$ cat config.mk
export PLATFORM = sky130hd
export DESIGN_NAME = swlc_outq
export DESIGN_NICKNAME = d
export VERILOG_FILES = /design/src/swlc_pkg.sv /design/src/swlc_outq.sv
export SDC_FILE = /design/constraint.sdc
export NUM_CORES = 1
export LEC_CHECK = 0
export BUFFER_PORTS_ARGS = -buffer_cell sky130_fd_sc_hd__buf_2
export CAP_MARGIN = 15
export CORE_MARGIN = 8
export CORE_UTILIZATION = 56
export DETAILED_ROUTE_END_ITERATION = 7
export HOLD_SLACK_MARGIN = 0.1
export PLACE_DENSITY = 0.81
export SLEW_MARGIN = 10
export SYNTH_ARGS = -nofsm -noshare
export SYNTH_HDL_FRONTEND = slang
export SYNTH_SLANG_ARGS = --single-unit
$ cat constraint.sdc
create_clock -name clk_i -period 21.1 [get_ports clk_i]
set_input_delay 4.22 -clock clk_i [delete_from_list [all_inputs] [get_ports clk_i]]
set_output_delay 4.22 -clock clk_i [all_outputs]
set_load 0.02 [all_outputs]
$ cat src/swlc_pkg.sv
`timescale 1ns / 1ps
package swlc_pkg;

  localparam int ENTRIES  = 16;
  localparam int TAG_W    = 64;
  localparam int SIZE_W   = 32;
  localparam int HANDLE_W = 32;
  localparam int IDX_W    = $clog2(ENTRIES);
  localparam int CNT_W    = $clog2(ENTRIES + 1);

  typedef enum logic [1:0] {
    CMD_PUT    = 2'd0,
    CMD_GET    = 2'd1,
    CMD_REMOVE = 2'd2,
    CMD_PROBE  = 2'd3
  } cmd_e;

  typedef enum logic [1:0] {
    STAT_DONE   = 2'd0,
    STAT_MISS   = 2'd1,
    STAT_REJECT = 2'd2,
    STAT_EVICT  = 2'd3
  } status_e;

  typedef enum logic [2:0] {
    S_IDLE,
    S_LOOKUP,
    S_EXEC,
    S_EVICT,
    S_INSERT,
    S_DRAIN,
    S_FINAL
  } state_e;

  typedef struct packed {
    cmd_e                cmd;
    logic [TAG_W-1:0]    key_tag;
    logic [SIZE_W-1:0]   item_size;
    logic [HANDLE_W-1:0] item_handle;
    logic                too_large;
  } req_t;

  typedef struct packed {
    status_e             status;
    logic [SIZE_W-1:0]   out_size;
    logic [HANDLE_W-1:0] out_handle;
    logic [TAG_W-1:0]    evicted_tag;
    logic [SIZE_W-1:0]   occupancy;
    logic                last;
  } res_t;

endpackage

$ cat src/swlc_outq.sv
`timescale 1ns / 1ps
module swlc_outq import swlc_pkg::*; (
  input  logic clk_i,
  input  logic rst_ni,
  input  logic push_i,
  input  res_t res_i,
  output logic full_o,
  input  logic pop_i,
  output logic empty_o,
  output res_t res_o
);

  res_t       mem_q [2];
  logic       wr_ptr_q, rd_ptr_q;
  logic [1:0] count_q;
  logic       do_push, do_pop;

  assign full_o  = (count_q == 2'd2);
  assign empty_o = (count_q == 2'd0);
  assign res_o   = mem_q[rd_ptr_q];
  assign do_push = push_i && !full_o;
  assign do_pop  = pop_i && !empty_o;

  always_ff @(posedge clk_i or negedge rst_ni) begin
    if (!rst_ni) begin
      wr_ptr_q <= 1'b0;
      rd_ptr_q <= 1'b0;
      count_q  <= 2'd0;
    end else begin
      if (do_push) wr_ptr_q <= !wr_ptr_q;
      if (do_pop) rd_ptr_q <= !rd_ptr_q;
      count_q <= count_q + {1'b0, do_push} - {1'b0, do_pop};
    end
  end

  always_ff @(posedge clk_i) begin
    if (do_push) mem_q[wr_ptr_q] <= res_i;
  end

endmodule

==> run metrics <==
Worst setup SP type register; relative slew slack 0.280; Cell Int Power 1.46 mW; Clk pwr share 0.242; RSZ-0062 raised after global routing no; Final Core Density 0.706; antenna violations before repair 7; Ports 332; hpwl dp 17,700 µm; root buf cell clkbuf_16; post-route setup TNS 0 ns; Final #Nets 1,049; die area 26,500 µm²; Leak 5.58 nW; final setup vio count 0; Initial DRC Count 400; Total Routed Length 25,500 µm; Hold WC Path Type register to register; Crit Path Category register to output port; slew at the pin closest to its max-slew limit 1.08 ns; PwrDens 146 nW/µm²; vias in the first global route 6,731; crit path max-delay cell type dfrtp_4; # Post-CTS Setup Buffers 0; Setup crit end kind output port; Pre-antenna DRT Iters 4; initial core utilization 0.572; Rows 53; Die H 163 µm; TritonCTS buffer count 34; gr ovfl total 0; Clk Latency, worst-skew pair 0.50 ns; Core ar. 21,100 µm²; layout cells sized above 1 0.606; switch share 0.326; port bufs 331; fin worst setup slack 14.13 ns; # DRC 0; hold slack 0.503 ns; Final Cycle Share 0.330; Longest Clk Path Bufs 3; CTS resizes 0; #FFs+latches synth 330; Area contributors post-synth edfxtp_1 81%, mux2_2 15%, clkbuf_8 1.4%; pre-CTS setup slack 14.62 ns; Comb pwr share 0.324; GRT Total Usage 0.185; Net Switching 0.710 mW; status finished clean; Final Hold Viols 0; Worst-path clk slew 0.06 ns; maximum vdd drop 0.110 mV; synth unique cells 14; Pins Over Slew Limit 0; syn_nets 694; Vias 6,154; flop-to-flop setup slack 18.51 ns; Post-DRT Antenna Nets 0; CTS tree done; synthesized area 12,100 µm²; Reg power frac 0.435; hold_buf cts 0; first-pass GRT wire length 37,500 µm; clock sink count 330; cell count after synthesis 525; Fill cells 1,359; worst clock skew 0.0193 ns; worst path required time 16.88 ns; pin count of the biggest net entering global routing 82; Placer Congestion 0.757; area leader, netlist edfxtp_1; crit-path cells buf_4, mux2_2, buf_2; Yosys warning total 0; Max Cap Violations 0; Synth top area share 0.812; Area Overhead vs Synth 23.4%; Die W 163 µm; crit path max fanout 64; f_max 143 MHz; CP arrival 2.75 ns; mean number of vias per cell 5.21; post-synthesis sequential area ratio 0.820; Crit path largest cell delay 0.78 ns; detailed-route wire length per cell 21.5 µm; fin crit period 6.97 ns; # H-tree levels 2; Mean Syn Cell Area 23.0 µm²
## cell families (layout without fill, tap and decap cells)
group                    count (synthesis)  count (layout)  synth area share
multiplexers                           163             163             0.152
AND/OR/NAND/NOR                          6               6           0.00249
other                                    0               6                 0
XOR/XNOR                                 4               4           0.00291
flip-flops                             330             330             0.820
adder cells (fa/ha/maj)                  2               2           0.00208
buffers and inverters                   20             396            0.0199
## sequential cells by signal, summed over array words and instances, names as in the netlist
register	cells
count_q	2
mem_q	326
wr_ptr_q	1
rd_ptr_q	1
## worst paths after layout
path                             from             to  cells past startpoint
max reg2reg                count_q[1]  mem_q[0][107]                      4
max                          rd_ptr_q     res_o[111]                      3
min in group asynchronous      rst_ni       rd_ptr_q                      1
min reg2reg                count_q[1]     count_q[1]                      1
min                        count_q[1]     count_q[1]                      1
max in group asynchronous      rst_ni       rd_ptr_q                      1
## Yosys cell counts
cell type    n
edfxtp_1   326
mux2_2     163
clkbuf_8    12
buf_6        6
dfrtp_1      4
xnor2_1      3
ha_1         2
inv_1        2
nor2_1       2
and3_1       1
nand2_1      1
nand2b_1     1
nor2b_1      1
xor2_1       1
## stage by stage
| step | total power, mW | area, µm² | std cells |
|---|---|---|---|
| after detailed placement | 1.67 | 13900 | 1119 |
| after floorplan | 1.49 | 12100 | 525 |
| after global placement | 1.66 | 13900 | 1119 |
| final | 2.17 | 14900 | 1182 |
| after CTS | 2.20 | 14900 | 1176 |
| after global routing | 2.27 | 14900 | 1182 |
## placed cells by master, fill, tap and decap left out
cell | Yosys | layout
nor2_4 | 0 | 1
buf_4 | 0 | 6
inv_6 | 0 | 1
inv_1 | 2 | 2
buf_2 | 0 | 331
nor2b_1 | 1 | 1
clkinv_1 | 0 | 8
clkinvlp_4 | 0 | 1
and3_4 | 0 | 1
xor2_1 | 1 | 1
clkinv_4 | 0 | 1
dfrtp_1 | 4 | 3
diode_2 | 0 | 6
nand2b_1 | 1 | 1
clkbuf_1 | 0 | 6
clkinv_2 | 0 | 5
nand2_1 | 1 | 1
dfrtp_4 | 0 | 1
clkbuf_16 | 0 | 35
nor2_1 | 2 | 1
edfxtp_1 | 326 | 326
xnor2_1 | 3 | 3
ha_1 | 2 | 2
mux2_2 | 163 | 163
## power groups by stage
stage / clock network (mW) / logic [mW] / registers (mW)
after floorplan: 0 / 0.522 / 0.965
after global placement: 0 / 0.708 / 0.950
after CTS: 0.539 / 0.717 / 0.948
after global routing: 0.562 / 0.749 / 0.960
final: 0.526 / 0.704 / 0.945
after detailed placement: 0 / 0.713 / 0.961
## routing by layer
layer,routed length (µm),up-vias,part of all wire,global-route usage
met5,13,-,0.00051,0
met4,819,2,0.032,0.0872
met3,2300,54,0.090,0.0586
met2,13500,270,0.53,0.327
met1,8790,3011,0.35,0.199
li1,-,2817,-,-
## final cells by class
type | count | area (µm²) | share of cell area
sequential | 330 | 9890 | 0.665
multi-input combinational | 175 | 1940 | 0.130
timing repair buffer | 337 | 1700 | 0.114
clock buffer | 41 | 898 | 0.0604
tap | 275 | 344 | 0.0231
clock inverter | 16 | 80.1 | 0.00538
antenna | 6 | 15.0 | 0.00101
inverter | 2 | 7.51 | 0.000505
## worst max-delay path: cells and delay by family (launching register included)
family | cells | cell delay (ns)
flip-flops | 1 | 0.78
multiplexers | 1 | 0.44
buffers and inverters | 2 | 0.93
Note: power is estimated with default switching activity, not from simulation.
