[config.mk]
export PLATFORM = sky130hd
export DESIGN_NAME = swlc_front
export DESIGN_NICKNAME = d
export VERILOG_FILES = /design/src/swlc_pkg.sv /design/src/swlc_front.sv
export SDC_FILE = /design/constraint.sdc
export NUM_CORES = 1
export LEC_CHECK = 0
export BUFFER_PORTS_ARGS = -buffer_cell sky130_fd_sc_hd__buf_2
export CORE_AREA = 5 5 163 165
export CTS_BUF_LIST = sky130_fd_sc_hd__clkbuf_4 sky130_fd_sc_hd__clkbuf_8 sky130_fd_sc_hd__clkbuf_16
export DETAILED_ROUTE_END_ITERATION = 12
export DIE_AREA = 0 0 168 170
export PLACE_DENSITY_LB_ADDON = 0.15
export SYNTH_ARGS = -nofsm -noshare
export SYNTH_HDL_FRONTEND = slang
export SYNTH_SLANG_ARGS = --single-unit
export TNS_END_PERCENT = 5
[constraint.sdc]
create_clock -name clk_i -period 7.76 [get_ports clk_i]
set_input_delay 1.552 -clock clk_i [delete_from_list [all_inputs] [get_ports clk_i]]
set_output_delay 1.552 -clock clk_i [all_outputs]
set_load 0.005 [all_outputs]
[src/swlc_pkg.sv]
`timescale 1ns / 1ps
package swlc_pkg;

  localparam int ENTRIES  = 16;
  localparam int TAG_W    = 64;
  localparam int SIZE_W   = 32;
  localparam int HANDLE_W = 32;
  localparam int IDX_W    = $clog2(ENTRIES);
  localparam int CNT_W    = $clog2(ENTRIES + 1);

  typedef enum logic [1:0] {
    CMD_PUT    = 2'd0,
    CMD_GET    = 2'd1,
    CMD_REMOVE = 2'd2,
    CMD_PROBE  = 2'd3
  } cmd_e;

  typedef enum logic [1:0] {
    STAT_DONE   = 2'd0,
    STAT_MISS   = 2'd1,
    STAT_REJECT = 2'd2,
    STAT_EVICT  = 2'd3
  } status_e;

  typedef enum logic [2:0] {
    S_IDLE,
    S_LOOKUP,
    S_EXEC,
    S_EVICT,
    S_INSERT,
    S_DRAIN,
    S_FINAL
  } state_e;

  typedef struct packed {
    cmd_e                cmd;
    logic [TAG_W-1:0]    key_tag;
    logic [SIZE_W-1:0]   item_size;
    logic [HANDLE_W-1:0] item_handle;
    logic                too_large;
  } req_t;

  typedef struct packed {
    status_e             status;
    logic [SIZE_W-1:0]   out_size;
    logic [HANDLE_W-1:0] out_handle;
    logic [TAG_W-1:0]    evicted_tag;
    logic [SIZE_W-1:0]   occupancy;
    logic                last;
  } res_t;

endpackage

[src/swlc_front.sv]
`timescale 1ns / 1ps
module swlc_front import swlc_pkg::*; (
  input  logic                clk_i,
  input  logic                rst_ni,
  input  logic                cfg_we_i,
  input  logic [SIZE_W-1:0]   cfg_data_i,
  input  logic                push_i,
  output logic                full_o,
  input  logic [1:0]          cmd_i,
  input  logic [TAG_W-1:0]    key_tag_i,
  input  logic [SIZE_W-1:0]   item_size_i,
  input  logic [HANDLE_W-1:0] item_handle_i,
  output logic [SIZE_W-1:0]   capacity_o,
  output logic                req_valid_o,
  output req_t                req_o,
  input  logic                req_pop_i
);

  logic [SIZE_W-1:0] capacity_q;
  req_t              mem_q [2];
  logic              wr_ptr_q, rd_ptr_q;
  logic [1:0]        count_q;
  logic              do_push, do_pop;
  req_t              req_in;

  assign full_o      = (count_q == 2'd2);
  assign req_valid_o = (count_q != 2'd0);
  assign req_o       = mem_q[rd_ptr_q];
  assign capacity_o  = capacity_q;
  assign do_push     = push_i && !full_o;
  assign do_pop      = req_pop_i && req_valid_o;

  always_comb begin
    req_in.cmd         = cmd_e'(cmd_i);
    req_in.key_tag     = key_tag_i;
    req_in.item_size   = item_size_i;
    req_in.item_handle = item_handle_i;
    req_in.too_large   = (item_size_i > capacity_q);
  end

  always_ff @(posedge clk_i or negedge rst_ni) begin
    if (!rst_ni) begin
      capacity_q <= '0;
      wr_ptr_q   <= 1'b0;
      rd_ptr_q   <= 1'b0;
      count_q    <= 2'd0;
    end else begin
      if (cfg_we_i) capacity_q <= cfg_data_i;
      if (do_push) wr_ptr_q <= !wr_ptr_q;
      if (do_pop) rd_ptr_q <= !rd_ptr_q;
      count_q <= count_q + {1'b0, do_push} - {1'b0, do_pop};
    end
  end

  always_ff @(posedge clk_i) begin
    if (do_push) mem_q[wr_ptr_q] <= req_in;
  end

endmodule

==> run summary <==
Hold Buf Count CTS -> 0
status -> completed
cell count after synthesis -> 640
placeable core region -> 24,900 um^2
Clock power frac -> 0.300
Clock Sink Count -> 298
Peak Freq -> 219 MHz
fraction of power spent switching nets -> 0.268
net count after synthesis -> 841
count of port buffers added during placement -> 331
detailed router's first-iteration violation count -> 460
number of antenna violations at the first check in global routing -> 8
Highest Signal Layer -> met5
distinct cell type count of the synthesized netlist -> 30
Max-cap violations -> 0
later-pin clock latency in the skew report -> 0.53 ns
Avg Vias per Cell -> 4.94
maximum level of the CTS H-tree -> 1
Layout area overhead -> 26.8%
Worst Tran Pin Value -> 1.14 ns
dpl hpwl -> 18,200 um
Filler Cells Inserted -> 1,992
Synth Area in Adders -> 0.0369
share of cells above drive strength 1 -> 0.519
Met2 Wirelength -> 12,300 um
Min-Delay Path Class -> register to register
first-pass GRT wire length -> 39,300 um
Die Outline Area -> 28,600 um^2
kind of end point of the critical path -> primary output
synthesized-area fraction occupied by and/or/nand/nor cells -> 0.0242
post-detailed-route wirelength per cell -> 19.2 um
reported net switching power -> 0.00135 W
clock-pin slew on the worst setup and hold paths -> 0.06 ns
register area share after synthesis -> 0.760
placer's final routability congestion estimate -> 0.799
maximum VDD drop -> 0.187 mV
main combinational cell family by area after synthesis -> multiplexers
CTS tree -> built
routed via count -> 6,634
clock root buffer -> clkbuf_16
post-detailed-routing wire length -> 25,800 um
internal portion of total power -> 0.00370 W
share of power burned in combinational logic -> 0.241
Avg Cell Area, Syn -> 18.0 um^2
post-cts sizing count -> 0
number of design rule violations left after detail routing -> 0
worst endpoint data arrival time -> 3.01 ns
CP Data Required Time -> 6.21 ns
FP Rows -> 58
startpoint kind of the worst setup timing path -> register
Max-slew headroom -> 0.241
pin count of the biggest net entering global routing -> 82
post-layout min period -> 4.56 ns
via count of the first global-routing pass -> 7,131
total power consumption of the routed design -> 0.00505 W
I/O Pins -> 332
total routing resource utilization after global routing -> 0.174
Initial Util -> 0.463
power per standard cell area -> 345 nW/um^2
sequential group share of total power -> 0.459
setup repair after global routing missed its margin -> no
Num CTS Buffers -> 30
number of storage elements in the synthesis netlist -> 298
Die X-Extent -> 168 um
total standard cell area after synthesis -> 11,500 um^2
area share of xor/xnor cells in the synthesized design -> 0.00304
die height -> 170 um
detailed-routing wirelength on met1 -> 10,200 um
final antenna-violating net count -> 0
Final Hold Vio Count -> 0
fraction of the mapped netlist area in compound gates -> 0.0269
net count of the finished layout -> 1,186
Overflow after GRT -> 0
Crit Path Max Fanout -> 81
Sum Neg Setup Slack -> 0 ns
post-CTS repair timing setup buffer count -> 0
maximum root-to-sink buffer count -> 3
Setup CP Type -> register to primary output
detailed-routed wire length on met3 -> 2720 um
largest clock skew in the final design -> 0.00630 ns
cell leakage power -> 5.88 nW
number of synthesis warnings -> 0
portion of netlist area occupied by mux cells -> 0.129
part of the cycle the worst path needs -> 0.587
DRT Pass-1 Iters -> 4
number of setup violations in the final report -> 0
final number of max-transition violations -> 0
==> placed cells by master (no fill, tap or decap), drive strengths merged, types with 5 or more instances in the layout <==
cell type / Yosys / layout
edfxtp: 262 / 262
mux2: 132 / 132
dfrtp: 36 / 36
o21ai: 33 / 33
bufinv: 0 / 5
ha: 34 / 34
buf: 12 / 335
inv: 34 / 36
clkinv: 0 / 12
clkbuf: 10 / 36
a21oi: 13 / 13
nand3: 5 / 5
nand2: 38 / 38
nand4: 5 / 5
==> path summary, 6_finish.rpt <==
kind,from,to,slack [ns],cells past startpoint
max,rd_ptr_q,req_o[23],3.20,3
min,count_q[1],count_q[1],0.50,1
max reg2reg,count_q[1],mem_q[1][130],5.10,3
min reg2reg,count_q[1],count_q[1],0.50,1
max in group asynchronous,rst_ni,rd_ptr_q,5.98,1
min in group asynchronous,rst_ni,capacity_o[20],1.13,1
==> routing by layer <==
layer / global-route usage / vias to the layer above
met5: 0 / -
met4: 0.0476 / 10
met3: 0.0648 / 48
met2: 0.289 / 268
met1: 0.217 / 3189
li1: - / 3119
==> cells in the mapped netlist <==
master,count,area share
clkbuf_1,10,0.0033
o21ai_0,32,0.014
a221o_1,2,0.0017
o31ai_1,1,0.00065
edfxtp_1,262,0.68
a21o_1,2,0.0013
a21oi_1,13,0.0056
nor4_1,1,0.00054
xor2_1,1,0.00076
a2111oi_2,1,0.0013
nor2b_1,1,0.00054
inv_1,34,0.011
nor4bb_1,1,0.00087
or2_2,1,0.00054
mux2_2,132,0.13
nor2_1,4,0.0013
o211ai_1,1,0.00065
xnor2_1,3,0.0023
and4_1,2,0.0015
o21ai_1,1,0.00043
ha_1,34,0.037
a21boi_0,2,0.0013
nand3_1,5,0.0022
and3_1,1,0.00054
nand2_1,38,0.012
buf_2,12,0.0052
and2_1,1,0.00054
dfrtp_1,36,0.078
nand4_1,5,0.0027
nand2b_1,1,0.00054
==> sequential cells by signal, indices dropped and copies added (netlist names) <==
signal / cells
capacity_o: 32
rd_ptr_q: 1
mem_q: 262
wr_ptr_q: 1
count_q: 2
==> logic make-up (layout without fill, tap and decap cells) <==
kind of cell,Yosys count,in the layout
mux,132,132
flops,298,298
xor+xnor,4,4
other cells,0,4
fa+ha+maj,34,34
simple gates,61,61
buf+inv,56,425
compound gates,55,55
==> stage by stage <==
stage	hold WS, ns	area, um^2	instances	util	setup WS [ns]
global route	0.542	14600	1342	0.587	3.03
floorplan	0.460	11500	640	-	0.0487
detailed placement	0.496	13500	1283	0.544	3.72
global placement	0.487	13500	1283	0.544	3.74
CTS	0.509	14600	1339	0.587	3.12
finish	0.499	14600	1343	0.587	3.20
==> worst max-delay path, stage by stage (launching register included) <==
cell	delay (ns)
dfrtp_4	1.18
buf_4	0.67
mux2_2	0.41
buf_2	0.13
==> power by group through the flow <==
stage               sequential (W)  clock (W)  combinational (W)
floorplan                  0.00229          0           0.000770
global placement           0.00236          0            0.00123
detailed placement         0.00236          0            0.00124
CTS                        0.00233    0.00155            0.00125
global route               0.00236    0.00162            0.00133
finish                     0.00232    0.00151            0.00122
==> layout make-up <==
cell class              count  area [um^2]  share of cell area
flip-flops and latches    298         8770               0.600
multi-input cells         286         2550               0.174
repair buffers            335         1690               0.115
clock buffers              36          826              0.0565
well taps                 330          413              0.0282
clock inverters            20          233              0.0159
inverters                  34          128             0.00873
diodes                      4         10.0            0.000685
No activity file was read; power rests on OpenSTA's default activity.
